File: config.mk
export PLATFORM = sky130hd
export DESIGN_NAME = ecg_r_peak_rate_detector
export DESIGN_NICKNAME = d
export VERILOG_FILES = /design/src/hw/rtl/ecgrpd_pkg.sv /design/src/hw/rtl/ecgrpd_div.sv /design/src/hw/rtl/ecgrpd_dp.sv /design/src/hw/rtl/ecgrpd_ctrl.sv /design/src/hw/rtl/ecg_r_peak_rate_detector.sv
export SDC_FILE = /design/constraint.sdc
export NUM_CORES = 2
export LEC_CHECK = 0
export BUFFER_PORTS_ARGS = -buffer_cell sky130_fd_sc_hd__buf_2
export CORE_MARGIN = 2
export CORE_UTILIZATION = 40
export CTS_CLUSTER_DIAMETER = 50
export DETAILED_ROUTE_END_ITERATION = 12
export SLEW_MARGIN = 20
export SYNTH_ARGS = -nofsm -noshare
export SYNTH_HDL_FRONTEND = slang
export SYNTH_SLANG_ARGS = --single-unit
File: constraint.sdc
create_clock -name clk -period 25.5 [get_ports clk]
set_clock_uncertainty 0.15 [all_clocks]
set_input_delay 3.825 -clock clk [delete_from_list [all_inputs] [get_ports clk]]
set_output_delay 3.825 -clock clk [all_outputs]
set_load 0.01 [all_outputs]
File: src/hw/rtl/ecgrpd_pkg.sv
// Shared constants, widths and control structs for the ECG R-peak rate detector.
// No dependencies; imported by every module of the block.
`timescale 1ns / 1ps
`default_nettype none

package ecgrpd_pkg;

  // moving-average window
  localparam int WINDOW_LEN = 5;
  localparam int PTR_W      = (WINDOW_LEN > 1) ? $clog2(WINDOW_LEN) : 1;

  // field widths
  localparam int SAMPLE_W = 10;
  localparam int HP_W     = 11;
  localparam int RATE_W   = 10;
  localparam int FRAC_W   = 16;
  localparam int DC_W     = SAMPLE_W + FRAC_W;
  localparam int TIME_W   = 32;
  localparam int TOTAL_W  = $clog2(WINDOW_LEN * (1 << SAMPLE_W)) + 1;

  // shared dc multiplier: 17-bit coefficient by 26-bit operand
  localparam int COEF_W = FRAC_W + 1;
  localparam int MUL_W  = COEF_W + DC_W;

  // divide by the window length as a multiply by a rounded-up reciprocal
  localparam int RECIP_SHIFT = TOTAL_W + 4;
  localparam int RECIP_W     = RECIP_SHIFT + 1;
  localparam int RECIP       = ((1 << RECIP_SHIFT) + WINDOW_LEN - 1) / WINDOW_LEN;
  localparam int LP_PROD_W   = TOTAL_W + RECIP_W;

  // heart rate
  localparam int DIV_W       = 16;
  localparam int RATE_NUM    = 60000;
  localparam int RATE_MAX    = 600;
  localparam int RATE_MIN_IV = RATE_NUM / RATE_MAX;

  // configuration port
  localparam int CFG_IDX_W  = 2;
  localparam int CFG_DATA_W = 16;
  localparam int THR_W      = 10;
  localparam int COEFF_W    = 16;
  localparam int REFR_W     = 11;
  localparam int PERIOD_W   = 8;

  localparam logic [CFG_IDX_W-1:0] REG_THRESHOLD  = 2'd0;
  localparam logic [CFG_IDX_W-1:0] REG_DC_COEFF   = 2'd1;
  localparam logic [CFG_IDX_W-1:0] REG_REFRACTORY = 2'd2;
  localparam logic [CFG_IDX_W-1:0] REG_PERIOD     = 2'd3;

  localparam logic [THR_W-1:0]    THRESHOLD_RST  = 10'd20;
  localparam logic [COEFF_W-1:0]  DC_COEFF_RST   = 16'd65208;
  localparam logic [REFR_W-1:0]   REFRACTORY_RST = 11'd250;
  localparam logic [PERIOD_W-1:0] PERIOD_RST     = 8'd4;

  // controller to datapath
  typedef struct packed {
    logic take;
    logic mul_first;
    logic mul_second;
    logic dc_load;
    logic hp_load;
    logic win_load;
    logic lp_mul;
    logic det;
    logic rate_check;
    logic rate_load;
    logic out_load;
  } cmd_t;

  // datapath to controller
  typedef struct packed {
    logic div_needed;
    logic div_busy;
  } status_t;

endpackage

`default_nettype wire

File: src/hw/rtl/ecgrpd_div.sv
// Restoring divider, one quotient bit per cycle, for the heart-rate numerator.
// Depends on ecgrpd_pkg.
`timescale 1ns / 1ps
`default_nettype none

module ecgrpd_div import ecgrpd_pkg::*; (
  input  wire logic             clk,
  input  wire logic             rst,
  input  wire logic             start,
  input  wire logic [DIV_W-1:0] divisor,
  output logic                  busy,
  output logic      [DIV_W-1:0] quotient
);

  localparam int CNT_W = $clog2(DIV_W + 1);

  logic [DIV_W-1:0] rem;
  logic [DIV_W-1:0] dsr;
  logic [CNT_W-1:0] cnt;
  logic [DIV_W:0]   shifted;
  logic             ge;
  logic [DIV_W:0]   rem_next;

  assign shifted  = {rem, quotient[DIV_W-1]};
  assign ge       = shifted >= {1'b0, dsr};
  assign rem_next = ge ? (shifted - {1'b0, dsr}) : shifted;

  always_ff @(posedge clk) begin
    if (rst) begin
      busy <= 1'b0;
      cnt  <= '0;
    end else if (start) begin
      busy <= 1'b1;
      cnt  <= CNT_W'(DIV_W);
    end else if (busy) begin
      cnt <= cnt - 1'b1;
      if (cnt == CNT_W'(1)) begin
        busy <= 1'b0;
      end
    end
  end

  always_ff @(posedge clk) begin
    if (start) begin
      rem      <= '0;
      dsr      <= divisor;
      quotient <= DIV_W'(RATE_NUM);
    end else if (busy) begin
      rem      <= rem_next[DIV_W-1:0];
      quotient <= {quotient[DIV_W-2:0], ge};
    end
  end

endmodule

`default_nettype wire

File: src/hw/rtl/ecgrpd_dp.sv
// Datapath: config registers, dc tracking filter, moving window, beat logic, rate.
// Depends on ecgrpd_pkg and ecgrpd_div; driven by ecgrpd_ctrl through cmd_t.
`timescale 1ns / 1ps
`default_nettype none

module ecgrpd_dp import ecgrpd_pkg::*; (
  input  wire logic                       clk,
  input  wire logic                       rst,
  input  wire logic                       wr_en,
  input  wire logic [CFG_IDX_W-1:0]       wr_index,
  input  wire logic [CFG_DATA_W-1:0]      wr_data,
  input  wire logic [SAMPLE_W-1:0]        sample,
  input  wire cmd_t                       cmd,
  output status_t                         status,
  output logic signed [HP_W-1:0]          high_passed,
  output logic signed [HP_W-1:0]          smoothed,
  output logic                            beat,
  output logic        [RATE_W-1:0]        rate_bpm
);

  // configuration
  logic [THR_W-1:0]    thr;
  logic [COEFF_W-1:0]  alpha;
  logic [REFR_W-1:0]   refr;
  logic [PERIOD_W-1:0] period;

  always_ff @(posedge clk) begin
    if (rst) begin
      thr    <= THRESHOLD_RST;
      alpha  <= DC_COEFF_RST;
      refr   <= REFRACTORY_RST;
      period <= PERIOD_RST;
    end else if (wr_en) begin
      unique case (wr_index)
        REG_THRESHOLD:  thr    <= wr_data[THR_W-1:0];
        REG_DC_COEFF:   alpha  <= wr_data[COEFF_W-1:0];
        REG_REFRACTORY: refr   <= wr_data[REFR_W-1:0];
        REG_PERIOD:     period <= wr_data[PERIOD_W-1:0];
        default: ;
      endcase
    end
  end

  // dc tracking
  logic [SAMPLE_W-1:0] x;
  logic [DC_W-1:0]     dc;
  logic                seeded;
  logic [COEF_W-1:0]   beta;
  logic [COEF_W-1:0]   mul_a;
  logic [DC_W-1:0]     mul_b;
  logic [MUL_W-1:0]    prod;
  logic [MUL_W-1:0]    p1;
  logic [DC_W-1:0]     p2;
  logic [DC_W:0]       dc_sum;

  assign beta   = COEF_W'(1 << FRAC_W) - {1'b0, alpha};
  assign mul_a  = cmd.mul_second ? beta : {1'b0, alpha};
  assign mul_b  = cmd.mul_second ? DC_W'(x) : dc;
  assign prod   = mul_a * mul_b;
  // low product bits drop out: the second term is a multiple of 2^16
  assign dc_sum = p1[MUL_W-1 -: DC_W+1] + {1'b0, p2};

  always_ff @(posedge clk) begin
    if (rst) begin
      seeded <= 1'b0;
      dc     <= '0;
    end else begin
      if (cmd.take) begin
        if (!seeded) begin
          dc     <= {sample, FRAC_W'(0)};
          seeded <= 1'b1;
        end
      end else if (cmd.dc_load) begin
        dc <= dc_sum[DC_W-1:0];
      end
    end
  end

  always_ff @(posedge clk) begin
    if (cmd.take) begin
      x <= sample;
    end
    if (cmd.mul_first) begin
      p1 <= prod;
    end
    if (cmd.mul_second) begin
      p2 <= prod[DC_W-1:0];
    end
  end

  // high-pass value, truncated toward zero
  logic [DC_W:0]         diff;
  logic [DC_W:0]         diff_neg;
  logic [SAMPLE_W-1:0]   hp_mag;
  logic signed [HP_W-1:0] hp;

  assign diff     = {1'b0, x, FRAC_W'(0)} - {1'b0, dc};
  assign diff_neg = -diff;
  assign hp_mag   = diff[DC_W] ? diff_neg[DC_W-1 -: SAMPLE_W] : diff[DC_W-1 -: SAMPLE_W];

  always_ff @(posedge clk) begin
    if (cmd.hp_load) begin
      hp <= diff[DC_W] ? -$signed({1'b0, hp_mag}) : $signed({1'b0, hp_mag});
    end
  end

  // moving window
  logic signed [HP_W-1:0]    store [WINDOW_LEN];
  logic        [PTR_W-1:0]   ptr;
  logic signed [TOTAL_W-1:0] total;
  logic signed [TOTAL_W-1:0] total_next;
  logic [TIME_W-1:0]         elapsed;

  assign total_next = total - TOTAL_W'(store[ptr]) + TOTAL_W'(hp);

  always_ff @(posedge clk) begin
    if (rst) begin
      for (int i = 0; i < WINDOW_LEN; i++) begin
        store[i] <= '0;
      end
      ptr     <= '0;
      total   <= '0;
      elapsed <= '0;
    end else if (cmd.win_load) begin
      store[ptr] <= hp;
      total      <= total_next;
      ptr        <= (ptr == PTR_W'(WINDOW_LEN - 1)) ? '0 : ptr + 1'b1;
      elapsed    <= elapsed + TIME_W'(period);
    end
  end

  // window average
  logic [TOTAL_W-1:0]   tot_mag;
  logic [LP_PROD_W-1:0] lp_prod;
  logic                 lp_neg;
  logic [HP_W-1:0]      lp_q;

  assign tot_mag = total[TOTAL_W-1] ? TOTAL_W'(-total) : TOTAL_W'(total);
  assign lp_q    = lp_prod[RECIP_SHIFT +: HP_W];

  always_ff @(posedge clk) begin
    if (cmd.lp_mul) begin
      lp_prod <= tot_mag * RECIP_W'(RECIP);
      lp_neg  <= total[TOTAL_W-1];
    end
  end

  // beat detection with hysteresis
  logic signed [TOTAL_W-1:0] thw;
  logic signed [TOTAL_W-1:0] half_thw;
  logic [TIME_W-1:0]         since;
  logic [TIME_W-1:0]         last_beat;
  logic [TIME_W-1:0]         iv;
  logic                      have_prev;
  logic                      in_beat;
  logic                      rate_req;
  logic                      beat_r;
  logic signed [HP_W-1:0]    lp;

  assign thw      = TOTAL_W'(thr * WINDOW_LEN);
  assign half_thw = TOTAL_W'((thr >> 1) * WINDOW_LEN);
  assign since    = elapsed - last_beat;

  always_ff @(posedge clk) begin
    if (rst) begin
      last_beat <= '0;
      have_prev <= 1'b0;
      in_beat   <= 1'b0;
      rate_req  <= 1'b0;
      beat_r    <= 1'b0;
    end else if (cmd.det) begin
      beat_r   <= 1'b0;
      rate_req <= 1'b0;
      if (total > thw && since > TIME_W'(refr)) begin
        if (!in_beat) begin
          in_beat   <= 1'b1;
          beat_r    <= 1'b1;
          rate_req  <= have_prev;
          have_prev <= 1'b1;
          last_beat <= elapsed;
        end
      end else if (total < half_thw) begin
        in_beat <= 1'b0;
      end
    end
  end

  always_ff @(posedge clk) begin
    if (cmd.det) begin
      iv <= since;
      lp <= lp_neg ? -$signed(lp_q) : $signed(lp_q);
    end
  end

  // heart rate: saturate short intervals, zero long ones, divide the rest
  logic             div_needed;
  logic             div_busy;
  logic [DIV_W-1:0] quotient;
  logic [RATE_W-1:0] rate;

  assign div_needed = rate_req && iv >= TIME_W'(RATE_MIN_IV) && iv <= TIME_W'(RATE_NUM);

  ecgrpd_div u_div (
    .clk      (clk),
    .rst      (rst),
    .start    (cmd.rate_check && div_needed),
    .divisor  (iv[DIV_W-1:0]),
    .busy     (div_busy),
    .quotient (quotient)
  );

  always_ff @(posedge clk) begin
    if (rst) begin
      rate <= '0;
    end else if (cmd.rate_check && rate_req) begin
      if (iv < TIME_W'(RATE_MIN_IV)) begin
        rate <= RATE_W'(RATE_MAX);
      end else if (iv > TIME_W'(RATE_NUM)) begin
        rate <= '0;
      end
    end else if (cmd.rate_load) begin
      rate <= quotient[RATE_W-1:0];
    end
  end

  assign status.div_needed = div_needed;
  assign status.div_busy   = div_busy;

  // output word register
  always_ff @(posedge clk) begin
    if (cmd.out_load) begin
      high_passed <= hp;
      smoothed    <= lp;
      beat        <= beat_r;
      rate_bpm    <= rate;
    end
  end

endmodule

`default_nettype wire

File: src/hw/rtl/ecgrpd_ctrl.sv
// Controller: sequences one sample through the datapath and owns both handshakes.
// Depends on ecgrpd_pkg; drives ecgrpd_dp through cmd_t.
`timescale 1ns / 1ps
`default_nettype none

module ecgrpd_ctrl import ecgrpd_pkg::*; (
  input  wire logic    clk,
  input  wire logic    rst,
  input  wire logic    in_valid,
  output logic         in_stall,
  output logic         out_valid,
  input  wire logic    out_stall,
  input  wire status_t status,
  output cmd_t         cmd
);

  localparam logic [3:0] S_IDLE = 4'd0;
  localparam logic [3:0] S_MUL1 = 4'd1;
  localparam logic [3:0] S_MUL2 = 4'd2;
  localparam logic [3:0] S_DC   = 4'd3;
  localparam logic [3:0] S_HP   = 4'd4;
  localparam logic [3:0] S_WIN  = 4'd5;
  localparam logic [3:0] S_LP   = 4'd6;
  localparam logic [3:0] S_DET  = 4'd7;
  localparam logic [3:0] S_RATE = 4'd8;
  localparam logic [3:0] S_DIV  = 4'd9;
  localparam logic [3:0] S_OUT  = 4'd10;

  logic [3:0] state;
  logic [3:0] state_next;
  logic       accept;
  logic       out_free;

  assign in_stall = (state != S_IDLE);
  assign accept   = in_valid && !in_stall;
  assign out_free = !out_valid || !out_stall;

  always_comb begin
    state_next = state;
    cmd        = '0;
    unique case (state)
      S_IDLE: begin
        if (accept) begin
          cmd.take   = 1'b1;
          state_next = S_MUL1;
        end
      end
      S_MUL1: begin
        cmd.mul_first = 1'b1;
        state_next    = S_MUL2;
      end
      S_MUL2: begin
        cmd.mul_second = 1'b1;
        state_next     = S_DC;
      end
      S_DC: begin
        cmd.dc_load = 1'b1;
        state_next  = S_HP;
      end
      S_HP: begin
        cmd.hp_load = 1'b1;
        state_next  = S_WIN;
      end
      S_WIN: begin
        cmd.win_load = 1'b1;
        state_next   = S_LP;
      end
      S_LP: begin
        cmd.lp_mul = 1'b1;
        state_next = S_DET;
      end
      S_DET: begin
        cmd.det    = 1'b1;
        state_next = S_RATE;
      end
      S_RATE: begin
        cmd.rate_check = 1'b1;
        state_next     = status.div_needed ? S_DIV : S_OUT;
      end
      S_DIV: begin
        if (!status.div_busy) begin
          cmd.rate_load = 1'b1;
          state_next    = S_OUT;
        end
      end
      S_OUT: begin
        if (out_free) begin
          cmd.out_load = 1'b1;
          state_next   = S_IDLE;
        end
      end
      default: state_next = S_IDLE;
    endcase
  end

  always_ff @(posedge clk) begin
    if (rst) begin
      state     <= S_IDLE;
      out_valid <= 1'b0;
    end else begin
      state <= state_next;
      if (cmd.out_load) begin
        out_valid <= 1'b1;
      end else if (!out_stall) begin
        out_valid <= 1'b0;
      end
    end
  end

endmodule

`default_nettype wire

File: src/hw/rtl/ecg_r_peak_rate_detector.sv
// ECG R-peak detector with heart rate: one 10-bit sample in, one result word out.
// A sample is taken while in_stall is low and goes through the states MUL1, MUL2,
// DC, HP, WIN, LP, DET, RATE, then DIV when a beat interval of 100 to 60000 ms needs
// the 16-step restoring divider, and OUT, which waits while the held word stalls. The
// next sample is taken back in IDLE. The output register holds a finished word while
// the next sample is already being worked on. Registers are to be written through
// wr_en / wr_index / wr_data while no word is pending; the block does not enforce it.
// Depends on ecgrpd_pkg, ecgrpd_ctrl and ecgrpd_dp.
`timescale 1ns / 1ps
`default_nettype none

module ecg_r_peak_rate_detector import ecgrpd_pkg::*; (
  input  wire logic                    clk,
  input  wire logic                    rst,
  input  wire logic                    wr_en,
  input  wire logic [CFG_IDX_W-1:0]    wr_index,
  input  wire logic [CFG_DATA_W-1:0]   wr_data,
  input  wire logic                    in_valid,
  output logic                         in_stall,
  input  wire logic [SAMPLE_W-1:0]     sample,
  output logic                         out_valid,
  input  wire logic                    out_stall,
  output logic signed [HP_W-1:0]       high_passed,
  output logic signed [HP_W-1:0]       smoothed,
  output logic                         beat,
  output logic        [RATE_W-1:0]     rate_bpm
);

  cmd_t    cmd;
  status_t status;

  ecgrpd_ctrl u_ctrl (
    .clk       (clk),
    .rst       (rst),
    .in_valid  (in_valid),
    .in_stall  (in_stall),
    .out_valid (out_valid),
    .out_stall (out_stall),
    .status    (status),
    .cmd       (cmd)
  );

  ecgrpd_dp u_dp (
    .clk         (clk),
    .rst         (rst),
    .wr_en       (wr_en),
    .wr_index    (wr_index),
    .wr_data     (wr_data),
    .sample      (sample),
    .cmd         (cmd),
    .status      (status),
    .high_passed (high_passed),
    .smoothed    (smoothed),
    .beat        (beat),
    .rate_bpm    (rate_bpm)
  );

endmodule

`default_nettype wire

==> out/metrics.yaml <==
die_h_um: 331.8
synth_commonest_cells: "inv_1 (758), nand2_1 (604), fa_1 (431)"
finalCriticalPeriod_ns: 10.40
cts-buffers-inserted: 66
synth-seq-area-share: 0.2844
ff2ff_path_depth: 30
worst_pin_slew_ns: 1.091
crit_required_ns: 25.70
synthTopCellsByArea: "fa_1 (20%), edfxtp_1 (19%), ha_1 (11%)"
syn_area_per_cell_um2: 9.441
dp_cells: 5927
synth_area_leader_cell: "fa_1"
coreArea_um2: 106800
port_buffers: 67
clkSlewWorstSetupHoldPaths_ns: 0.05
cellPowerDensity_nw_per_um2: 95.65
drc: 0
setup_viol: 0
fill_cells: 10290
ant_nets: 0
vias: 31980
synth_edf_count: 265
cpMaxStageDelayCell: "xnor2_1"
crit_path_start_kind: "flop"
wl_per_cell_um: 18.44
antenna_found_initial: 7
slew_violations: 0
fin_cells: 6050
fin_hold_ws_ns: 0.2674
synth_area_um2: 42980
first_pass_iters: 5
cts.repair.resized: 0
start_util: 0.4026
multi_input_area_um2: 27330
relSlewSlack: 0.2703
ys_seq_elements: 478
hold_buffers: 0
worstSkewPairLatency_ns: 0.63
ir_worst_vdd_mv: 0.09614
cts-root-buf: "clkbuf_16"
rsz0062_at_grt: "no"
async_flop_share: 0
fin_tns_setup_ns: 0
hold_depth: 0
dieArea_um2: 110100
cp-end-kind: "flop"
cts_tree: "built"
status: "completed"
syn_to_final_growth_pct: 9.756
synth_most_common_cell: "inv_1"
post_cts_buffers: 0
synth_top_area_share: 0.2008
place.gp.congestion: 0.9043
slowest_delay_ns: 0.87
num_rows: 120
worst_slack_ns: 15.10
layout.nets: 5434
cp_max_fo: 65
hp-class: "reg2reg"
grt_overflow: 0
via_per_inst: 5.285
grt_pass1_vias: 32340
dp_hpwl_mm: 86.10
drive_gt1_frac: 0.07404
grt_max_degree: 82
ys_types: 103
cts_buffer_depth: 3
yosys_warnings: 0
cap_violations: 0
leakagePower_nw: 21.54
grtUsageTotal: 0.2059
stdcell_area_um2: 47170
arrival_ns: 10.59
drt-initial-drc-count: 2443
place_ws_ns: 15.21
synth_ff_type: "edfxtp_1"
cpMostUsedCell: "fa_1"
seq_area_um2: 12220
dpl_cell_area_um2: 44920
die_x_um: 331.8
path_class: "reg2reg"
h-tree-depth: 3
cts_sinks: 478
drt_wl_total_mm: 111.6
grt_pass1_wl_mm: 179.0
min_period_over_period: 0.4078
final-hold-violation-count: 0
max_freq_ghz: 0.09617
io_pins: 68
synthesis.instances: 4552
worst max-delay path, delay by kind of cell (launching register included):
kind                     cells  cell delay, ns
adder cells (fa/ha/maj)      7            3.50
AO/OA/AOI/OAI                9            2.61
buffers and inverters        8            1.63
XOR/XNOR                     2            0.99
AND/OR/NAND/NOR              4            0.68
flip-flops                   1            0.46
cell usage in the layout, fill, tap and decap left out, types with 13 or more instances in the layout:
| cell type | n |
|---|---|
| mux2i_1 | 69 |
| a31oi_1 | 21 |
| nand4_1 | 27 |
| and2_1 | 15 |
| nand2_1 | 603 |
| ha_1 | 378 |
| xor2_1 | 58 |
| o21a_1 | 33 |
| or3_1 | 26 |
| buf_2 | 66 |
| inv_1 | 757 |
| mux4_2 | 22 |
| nor4_1 | 47 |
| nand3_1 | 58 |
| clkbuf_16 | 68 |
| nand2b_1 | 32 |
| nor2b_1 | 33 |
| o21ai_1 | 13 |
| o31ai_1 | 23 |
| edfxtp_1 | 265 |
| a22oi_1 | 20 |
| mux2_2 | 13 |
| a21oi_1 | 196 |
| conb_1 | 15 |
| o21bai_1 | 18 |
| fa_1 | 431 |
| nor3_1 | 89 |
| o21ai_0 | 104 |
| and3_1 | 67 |
| buf_4 | 59 |
| o211ai_1 | 25 |
| dfxtp_1 | 212 |
| a21o_1 | 74 |
| nor2_1 | 278 |
| xnor2_1 | 149 |
| a211oi_1 | 34 |
power breakdown:
part	internal, mW	leakage, nW	switching [mW]
logic	1.02	16.2	1.56
registers	0.967	4.22	0.0450
clock network	0.541	1.08	0.380
total	2.53	21.5	1.98
stage by stage:
step | total power, mW | utilization
2_1_floorplan | 2.925 | -
3_3_place_gp | 3.559 | 0.4208
3_5_place_dp | 3.578 | 0.4208
4_1_cts | 4.535 | 0.4416
5_1_grt | 4.912 | 0.4418
6_report | 4.512 | 0.4419
state kept, by name, indices dropped and copies added, names as in the netlist, 14 cells and up, named ones only:
register	count
u_dp.store	88
u_dp.elapsed	32
u_dp.iv	32
u_dp.last_beat	32
u_dp.dc	26
u_dp.p1	26
u_dp.p2	26
u_dp.alpha	16
u_dp.u_div.dsr	16
u_dp.u_div.quotient	16
u_dp.u_div.rem	16
u_dp.total	14
routing by layer:
layer  share of wire  up-vias  track usage  routed length, um
met1            0.45    15720       0.2815              50110
li1                -    15140            -                  -
met5         0.00056        -            0                 62
met4           0.029       10      0.06393               3201
met2            0.45      916       0.3269              50270
met3           0.071      184      0.04350               7928
cells by family after synthesis:
group | synth area share
and+or+nand+nor | 0.1458
xor gates and xnor gates | 0.04318
AOI/OAI and AO/OA | 0.1018
other | 0.0001747
muxes | 0.03127
adders and majority gates | 0.3108
DFF | 0.2844
buffers and inverters | 0.08260
final timing paths:
path | from | to | slack (ns)
max | u_ctrl.state[1]$_SDFFE_PP0P_ | u_dp.p1[40]$_DFFE_PN_ | 15.10
max reg2reg | u_ctrl.state[1]$_SDFFE_PP0P_ | u_dp.p1[40]$_DFFE_PN_ | 15.10
min | u_dp.lp[6]$_DFFE_PP_ | u_dp.smoothed[6]$_DFFE_PP_ | 0.27
min reg2reg | u_dp.lp[6]$_DFFE_PP_ | u_dp.smoothed[6]$_DFFE_PP_ | 0.27
area by class of cell:
cell class / instances / area share
Antenna cell: 1 / 0.00005305
Clock buffer: 81 / 0.03753
Clock inverter: 41 / 0.009523
Inverter: 762 / 0.06066
Multi-Input combinational cell: 3159 / 0.5795
Sequential cell: 478 / 0.2591
Tap cell: 1403 / 0.03722
Timing Repair Buffer: 125 / 0.01639
Power figures use the tool's default switching activity.
